### config.mk
export PLATFORM = sky130hd
export DESIGN_NAME = utf8_byte_stream_decoder_top
export DESIGN_NICKNAME = d
export VERILOG_FILES = /design/src/hdl/utf8d_pkg.sv /design/src/hdl/utf8d_step.sv /design/src/hdl/utf8_byte_stream_decoder_top.sv
export SDC_FILE = /design/constraint.sdc
export NUM_CORES = 1
export LEC_CHECK = 0
export ABC_CLOCK_PERIOD_IN_PS = 3640
export BUFFER_PORTS_ARGS = -buffer_cell sky130_fd_sc_hd__buf_2
export CELL_PAD_IN_SITES_DETAIL_PLACEMENT = 1
export CELL_PAD_IN_SITES_GLOBAL_PLACEMENT = 1
export CORE_ASPECT_RATIO = 1.75
export CORE_MARGIN = 4
export CORE_UTILIZATION = 40
export DETAILED_ROUTE_END_ITERATION = 8
export PLACE_DENSITY = 0.69
export SLEW_MARGIN = 40
export SYNTH_ARGS = -nofsm -noshare
export SYNTH_HDL_FRONTEND = slang
export SYNTH_HIERARCHICAL = 1
export SYNTH_SLANG_ARGS = --single-unit
### constraint.sdc
create_clock -name clk_i -period 3.64 [get_ports clk_i]
set_input_delay 0.728 -clock clk_i [delete_from_list [all_inputs] [get_ports clk_i]]
set_output_delay 0.728 -clock clk_i [all_outputs]
set_load 0.005 [all_outputs]
### src/hdl/utf8d_pkg.sv
// ----------------------------------------------------------------------------
// utf8d_pkg
// Shared types, constants and a helper function for the UTF-8 byte stream decoder.
// ----------------------------------------------------------------------------
package utf8d_pkg;

  // Longest sequence accepted; leads with more leading ones (7..8) are rejected
  localparam int unsigned MAX_SEQ_BYTES = 6;

  localparam logic [7:0] CONT_MARK    = 8'h80;
  localparam logic [5:0] CONT_PAYLOAD = 6'h3f;

  localparam int unsigned CODE_W = 31;
  localparam int unsigned LEN_W  = 3;

  typedef struct packed {
    logic [LEN_W-1:0]  bytes_left;
    logic [LEN_W-1:0]  seq_total;
    logic [CODE_W-1:0] code_accum;
  } state_t;

  typedef struct packed {
    logic [CODE_W-1:0] code_point;
    logic [LEN_W-1:0]  seq_length;
    logic              bad_lead;
  } result_t;

  // Count of leading one bits, 0..8
  function automatic logic [3:0] leading_ones(input logic [7:0] b);
    logic [3:0] n;
    logic       run;
    logic [7:0] probe;
    n     = 4'd0;
    run   = 1'b1;
    probe = CONT_MARK;
    for (int i = 0; i < 8; i++) begin
      if (run && ((b & probe) != 8'h00)) begin
        n = n + 4'd1;
      end else begin
        run = 1'b0;
      end
      probe = probe >> 1;
    end
    return n;
  endfunction

endpackage

### src/hdl/utf8d_step.sv
// ----------------------------------------------------------------------------
// utf8d_step
// Per-word decode: next sequence state and the optional result.
// ----------------------------------------------------------------------------
module utf8d_step (
  input  utf8d_pkg::state_t  state_i,
  input  logic [7:0]         byte_in_i,
  output utf8d_pkg::state_t  state_o,
  output utf8d_pkg::result_t result_o,
  output logic               emit_o
);

  logic [3:0]                   ones;
  logic [3:0]                   len;
  logic [7:0]                   payload;
  logic [utf8d_pkg::CODE_W-1:0] acc_next;
  logic [utf8d_pkg::LEN_W-1:0]  left_next;

  assign ones      = utf8d_pkg::leading_ones(byte_in_i);
  assign len       = (ones == 4'd0) ? 4'd1 : ones;
  assign payload   = byte_in_i & (8'hff >> len);
  assign acc_next  = {state_i.code_accum[utf8d_pkg::CODE_W-7:0],
                      byte_in_i[5:0] & utf8d_pkg::CONT_PAYLOAD};
  assign left_next = state_i.bytes_left - utf8d_pkg::LEN_W'(1);

  always_comb begin
    state_o  = state_i;
    result_o = '0;
    emit_o   = 1'b0;
    if (state_i.bytes_left != '0) begin
      // open sequence: take any word as a continuation
      if (left_next == '0) begin
        emit_o              = 1'b1;
        result_o.code_point = acc_next;
        result_o.seq_length = state_i.seq_total;
        state_o             = '0;
      end else begin
        state_o.bytes_left = left_next;
        state_o.code_accum = acc_next;
      end
    end else if (len > 4'(utf8d_pkg::MAX_SEQ_BYTES)) begin
      emit_o            = 1'b1;
      result_o.bad_lead = 1'b1;
    end else if (len == 4'd1) begin
      // ASCII, or a lone continuation worth its low 7 bits
      emit_o              = 1'b1;
      result_o.code_point = utf8d_pkg::CODE_W'(payload);
      result_o.seq_length = utf8d_pkg::LEN_W'(1);
    end else begin
      state_o.bytes_left = len[utf8d_pkg::LEN_W-1:0] - utf8d_pkg::LEN_W'(1);
      state_o.seq_total  = len[utf8d_pkg::LEN_W-1:0];
      state_o.code_accum = utf8d_pkg::CODE_W'(payload);
    end
  end

endmodule

### src/hdl/utf8_byte_stream_decoder_top.sv
// ----------------------------------------------------------------------------
// utf8_byte_stream_decoder_top
// UTF-8 byte stream decoder, sequences of one to six bytes.
// ----------------------------------------------------------------------------
// Input channel: in_valid_i / in_stall_o with byte_in_i, one byte per word.
// Output channel: out_valid_o / out_stall_i with code_point_o, seq_length_o
// and bad_lead_o, one word per completed sequence or rejected lead byte.
// A word moves at a rising edge with valid high and stall low.
// Throughput: one input byte per cycle while in_stall_o is low, set by
// the single state update between the sequence registers and the result
// register. The result of the byte that completes a sequence appears on
// the output in the cycle after that byte is accepted.
// Bytes in the middle of a sequence give no output word.
// When the receiver stalls, the result register holds its word and the
// input is stalled only while that word is waiting; a new byte is taken
// in the same cycle the held word leaves.
// Reset closes any open sequence and clears the output valid flag; the result register itself is not reset.
// ----------------------------------------------------------------------------
module utf8_byte_stream_decoder_top (
  input  logic        clk_i,
  input  logic        rst_ni,
  input  logic        in_valid_i,
  output logic        in_stall_o,
  input  logic [7:0]  byte_in_i,
  output logic        out_valid_o,
  input  logic        out_stall_i,
  output logic [30:0] code_point_o,
  output logic [2:0]  seq_length_o,
  output logic        bad_lead_o
);

  utf8d_pkg::state_t  state_q, state_d;
  utf8d_pkg::result_t result_q, result_d;
  logic               out_valid_q, out_valid_d;
  logic               emit;
  logic               accept;

  utf8d_step u_step (
    .state_i   (state_q),
    .byte_in_i (byte_in_i),
    .state_o   (state_d),
    .result_o  (result_d),
    .emit_o    (emit)
  );

  assign in_stall_o = out_valid_q && out_stall_i;
  assign accept     = in_valid_i && !in_stall_o;

  always_comb begin
    out_valid_d = out_valid_q && out_stall_i;
    if (accept && emit) begin
      out_valid_d = 1'b1;
    end
  end

  always_ff @(posedge clk_i or negedge rst_ni) begin
    if (!rst_ni) begin
      state_q     <= '0;
      out_valid_q <= 1'b0;
    end else begin
      out_valid_q <= out_valid_d;
      if (accept) begin
        state_q <= state_d;
      end
    end
  end

  always_ff @(posedge clk_i) begin
    if (accept && emit) begin
      result_q <= result_d;
    end
  end

  assign out_valid_o  = out_valid_q;
  assign code_point_o = result_q.code_point;
  assign seq_length_o = result_q.seq_length;
  assign bad_lead_o   = result_q.bad_lead;

endmodule
=== Word-level counts from Yosys, hierarchy flattened ===
Index checks and enable logic that the tools add are counted.

* Register bits: 67
* Bits of input ports: 12

* Add/sub/neg operators: 9
* Order comparisons: 1
* Eq/ne operators: 4
* Shifts and indexed selects: 1
* Mux-type cells: 32
* Bitwise gates (word level): 1
* Reductions and logical operators: 16

{| class="wikitable"
|+ Operators with widths
! kind !! number
|-
| 37-bit two-way mux || 3
|-
| 34-bit two-way mux || 3
|-
| 4-bit two-way mux || 8
|-
| 31-bit two-way mux || 1
|-
| 4-bit by 1-bit adder with 4-bit output (second input constant) || 7
|-
| 1-bit two-way mux || 14
|-
| 11-bit two-way mux || 1
|-
| 1-bit logical AND || 10
|-
| 8-bit bitwise AND || 1
|-
| 8-bit by 4-bit right shift with 8-bit output (first input constant) || 1
|-
| 3-bit two-way mux || 2
|-
| 3-bit by 1-bit subtractor with 3-bit output (second input constant) || 2
|-
| 4-bit by 1-bit equality test with 1-bit output (second input constant) || 1
|-
| 4-bit by 3-bit > comparator with 1-bit output (second input constant) || 1
|-
| 4-bit zero test || 1
|-
| 2-bit by 1-bit != test with 1-bit output (second input constant) || 2
|-
| 4-bit AND reduction || 1
|-
| 3-bit zero test || 1
|-
| 3-bit AND reduction || 1
|-
| 3-bit nonzero test || 1
|-
| 2-bit != test (second input constant) || 1
|-
| 1-bit zero test || 1
|}

=== Longest topological paths before layout ===
* Depth in word-level cells: 23
* Depth in mapped cells: 35
* Gate-level depth less buffers: 34

=== By module ===
The synthesis kept the hierarchy.

{| class="wikitable"
|+ Modules (own cells, without submodules)
! module !! times used !! cells an instance !! area each (µm²)
|-
| utf8_byte_stream_decoder_top || 1 || 119 || 2,633.8
|-
| utf8d_step || 1 || 221 || 1,571.5
|}

=== Worst setup path before layout ===
Ideal clock, no wire load.

* Path kind: in2reg
* From: input port byte_in_i[6]
* To: register result_q (netlist bit bad_lead_o), enable pin
* Setup time: 0.427 ns
* Data arrival time: 7.855 ns
* Required time: 3.213 ns
* Path slack: -4.642 ns
* Cell stages on the path: 33
* Cells stage by stage: buf_2 > nand2_1 > inv_1 > ha_1 > o21a_1 > ha_1 > mux2i_1 > a21oi_1 > ha_1 > nand2_1 > nand2_1 > ha_1 > mux2i_1 > a21boi_0 > ha_1 > inv_1 > o21ai_0 > ha_1 > a21boi_0 > o2111ai_1 > and4_1 > o21a_1 > nor2_1 > inv_1 > nor2_1 > a22o_1 > ha_1 > or3b_2 > and3_1 > buf_6 > a21oi_2 > nand2_1 > nor2_1

* Cells in the longest elaborated chain, start to end: 21
* Elaborated cells on any way between the ends: 34

{| class="wikitable"
|+ RTL lines
! item !! RTL line !! source
|-
| start, declared || utf8_byte_stream_decoder_top.sv:24 || <nowiki>input logic [7:0] byte_in_i,</nowiki>
|-
| 1-bit logical AND (*) || utf8d_pkg.sv:37 || <nowiki>if (run && ((b & probe) != 8'h00)) begin</nowiki>
|-
| 4-bit two-way mux or 1-bit two-way mux (tied branches) || utf8d_pkg.sv:37 ||
|-
| 4-bit by 1-bit adder with 4-bit output or 1-bit logical AND (tied branches) || utf8d_pkg.sv:38, utf8d_pkg.sv:37 ||
|-
| 4-bit two-way mux or 1-bit two-way mux (tied branches) || utf8d_pkg.sv:37 ||
|-
| 4-bit by 1-bit adder with 4-bit output or 1-bit logical AND (tied branches) || utf8d_pkg.sv:38, utf8d_pkg.sv:37 ||
|-
| 4-bit two-way mux or 1-bit two-way mux (tied branches) || utf8d_pkg.sv:37 ||
|-
| 4-bit by 1-bit adder with 4-bit output or 1-bit logical AND (tied branches) || utf8d_pkg.sv:38, utf8d_pkg.sv:37 ||
|-
| 4-bit two-way mux or 1-bit two-way mux (tied branches) || utf8d_pkg.sv:37 ||
|-
| [5 not listed] || n/a ||
|-
| 4-bit two-way mux (*) || utf8d_pkg.sv:37 ||
|-
| 4-bit zero test || utf8d_step.sv:20 || <nowiki>assign len = (ones == 4'd0) ? 4'd1 : ones;</nowiki>
|-
| 4-bit two-way mux (*) || utf8d_step.sv:20 ||
|-
| branches (longest 2 deep; another with 4-bit by 3-bit > comparator with 1-bit output) || n/a ||
|-
| 1-bit two-way mux (*) || utf8d_step.sv:41 || <nowiki>end else if (len > 4'(utf8d_pkg::MAX_SEQ_BYTES)) begin</nowiki>
|-
| 1-bit two-way mux (*) || utf8d_step.sv:30 || <nowiki>if (state_i.bytes_left != '0) begin</nowiki>
|-
| via emit || utf8_byte_stream_decoder_top.sv:35 || <nowiki>logic emit;</nowiki>
|-
| 1-bit logical AND (*) || utf8_byte_stream_decoder_top.sv:69 || <nowiki>if (accept && emit) begin</nowiki>
|-
| end signal, assigned || utf8_byte_stream_decoder_top.sv:70 || <nowiki>result_q <= result_d;</nowiki>
|-
| end, declared || utf8_byte_stream_decoder_top.sv:33 || <nowiki>utf8d_pkg::result_t result_q, result_d;</nowiki>
|}

Mark *: on every way through the listed nets, which the timed path passes.
A chain may end at the register's enable or synchronous reset.

=== Worst setup path after layout ===
* From: input port byte_in_i[7]
* To: register result_q (netlist bit code_point_o[29]), enable pin

* Cells in the longest elaborated chain, start to end: 22
* Elaborated cells on any way between the ends: 37

{| class="wikitable"
|+ RTL lines
! item !! RTL line
|-
| 1-bit two-way mux || utf8d_pkg.sv:37
|-
| 4-bit by 1-bit adder with 4-bit output or 1-bit logical AND (tied branches) || utf8d_pkg.sv:38, utf8d_pkg.sv:37
|-
| 4-bit two-way mux or 1-bit two-way mux (tied branches) || utf8d_pkg.sv:37
|-
| 4-bit by 1-bit adder with 4-bit output or 1-bit logical AND (tied branches) || utf8d_pkg.sv:38, utf8d_pkg.sv:37
|-
| 4-bit two-way mux or 1-bit two-way mux (tied branches) || utf8d_pkg.sv:37
|-
| 4-bit by 1-bit adder with 4-bit output or 1-bit logical AND (tied branches) || utf8d_pkg.sv:38, utf8d_pkg.sv:37
|-
| 4-bit two-way mux or 1-bit two-way mux (tied branches) || utf8d_pkg.sv:37
|-
| 4-bit by 1-bit adder with 4-bit output or 1-bit logical AND (tied branches) || utf8d_pkg.sv:38, utf8d_pkg.sv:37
|-
| [6 not listed] || n/a
|-
| 4-bit two-way mux (*) || utf8d_pkg.sv:37
|-
| 4-bit zero test || utf8d_step.sv:20
|-
| 4-bit two-way mux (*) || utf8d_step.sv:20
|-
| branches (longest 2 deep; another with 4-bit by 3-bit > comparator with 1-bit output) || n/a
|-
| 1-bit two-way mux (*) || utf8d_step.sv:41
|-
| 1-bit two-way mux (*) || utf8d_step.sv:30
|-
| via emit || utf8_byte_stream_decoder_top.sv:35
|-
| 1-bit logical AND (*) || utf8_byte_stream_decoder_top.sv:69
|}

Marks and branches as above.

==> out/metrics.cfg <==
[status]
status = finished, violations left
failed_checks = negative setup slack

[timing]
maxSlewViolCount = 0
setup_violations = 77
tightest_slew_ps = 810
layout_setup_ws_ps = -2460
rsz0062_at_grt = yes
finalHoldWorstSlack_ps = 337
fin_skew_ps = 6.53
final_hold_viol_count = 0
slew_headroom = 0.458
max_freq_ghz = 0.164
tns_ps = -174400
timing.final.crit_period_ps = 6100
period_share = 1.68

[detailed_routing]
wl_per_cell_um = 20.2
drt_pass1_iterations = 4
num_vias = 3095
wl_um = 11500
drc = 0
via_per_inst = 5.41
drt_iter0_drc = 83
antenna_left = 0

[final_layout]
drive_gt1_frac = 0.473
multi_input_area_mm2 = 0.00205
post-route-util = 0.569
nFillCells = 1029
nNetsFinal = 471
area_growth_pct = 38.5
register_area_mm2 = 0.00185
antenna_cells = 0

[setup_path]
cp-end-kind = flip-flop
worst-r2r-setup-slack_ps = 1210
worstRegToRegCells = 9
cp.depth = 34
r2r_start = state_q[34]
cp-start-kind = input port
worstPathMaxFanout = 9
slowest_stage = or3b_4
worstSetupPathType = input port to flip-flop
path_buf_inv = 6
cp-endpoint = code_point_o[29]
crit_path_start = byte_in_i[7]
worstPathRequired_ps = 3690
cp.arrival_ps = 6150
reg2reg_to = state_q[4]
path_delay_family = adder cells
critPathMaxStageDelay_ps = 390

[power_and_ir_drop]
power_mw = 3.80
power_density_mw_per_mm2 = 701
p_leak_nw = 2.45
vdd_drop_max_uv = 340

[min_path]
hp-class = input port to async pin

[global_routing]
grt_overflow = 0
grt_pass1_vias = 3458
antenna_found_initial = 0
grt_max_degree = 33
grt_use_total = 0.215
grt_pass1_wl_um = 18300

[clocking]
clk_pin_slew_ps = 50
insertion_delay_ps = 330
cts_inserted_buffers = 9
h-tree-depth = 3
cts_hold_buffers = 0
clockBufferDepth = 2
root_buffer = clkbuf_16
cts_tree = built
clock-sinks = 67

[yosys]
syn_inst = 322
netlist_area_mm2 = 0.00392
synth_nets = 347
syn_avg_cell_area_um2 = 12.2
synth_warnings = 6

[placed_design]
dpl.hpwl_um = 8060
place.gp.congestion = 0.818
pre_cts_ws_ps = -2860
port_buffers = 48

[floorplanning]
die_w_um = 82.8
ios = 49
row_count = 47
start_util = 0.411
dieArea_mm2 = 0.0115
design.core.area_mm2 = 0.00953
die_h_um = 139

[job]
max-cap-violations = 0

==> worst min path at each step <==
| stage | from | to | slack, ps |
|---|---|---|---|
| 6_report | rst_ni | state_q[36] | 340 |
| 3_5_place_dp | state_q[33] | state_q[33] | 520 |
| 3_3_place_gp | state_q[22] | state_q[22] | 510 |
| 4_1_cts | rst_ni | state_q[35] | 500 |
| 5_1_grt | rst_ni | state_q[36] | 370 |
| 2_1_floorplan | rst_ni | out_valid_o | 430 |
==> power breakdown <==
group	leakage (nW)	switching [mW]	total (mW)	internal [mW]
Sequential	0.733	0.210	1.30	1.09
Clock	0.144	0.302	0.895	0.594
Combinational	1.58	0.740	1.60	0.863
==> layout make-up <==
class	count	share of cell area
Clock buffer	12	0.0436
Multi-Input combinational cell	221	0.378
Tap cell	122	0.0281
Timing Repair Buffer	132	0.186
Inverter	15	0.0108
Clock inverter	3	0.0118
Sequential cell	67	0.341
==> per-layer routing <==
metal / up-vias / track usage / part of all wire
met5: - / 0 / 0
met4: 0 / 0.118 / 0.052
met3: 34 / 0.0338 / 0.026
met2: 68 / 0.395 / 0.57
met1: 1559 / 0.219 / 0.36
li1: 1434 / - / -
==> sequential cells by signal (all words and copies together) (netlist names) <==
register and flops:
code_point_o 31, state_q 31, seq_length_o 3, bad_lead_o 1, out_valid_o 1
==> cells in the final DEF, fill, tap and decap left out, types with 3 or more instances in the layout <==
cell type  instances
dfrtp_1           32
a21oi_1            8
nor3_1             3
nand2_1           19
o21ai_0            5
a21boi_1           3
mux2_4            27
nand3_1            5
clkbuf_1           3
nand2b_1           4
a22o_1            20
o22ai_1            3
buf_12             5
ha_4               3
o2111ai_2          3
o21ai_2            3
nor2_1             3
o21a_1             4
and2_1            32
o21ai_1            3
clkbuf_16          9
and4_1             3
and3b_1            3
ha_1               9
buf_6              9
mux2_2             4
edfxtp_1          35
buf_4             70
buf_2             45
mux2i_1            6
inv_1             12
==> what timing repair did <==
action | 4_1_cts | 5_1_grt
setup buffers | 14 | 7
setup endpoints to repair | 77 | 77
gates resized for setup | 27 | 16
gates cloned | 3 | 1
pin swaps | 17 | 12
==> per-stage QoR <==
stage | cell area, µm² | cells
floorplan | 4020 | 322
global placement | 4740 | 536
detailed placement | 4750 | 536
CTS | 5380 | 568
global route | 5420 | 572
finish | 5420 | 572
(Power assumes the default switching activity.)
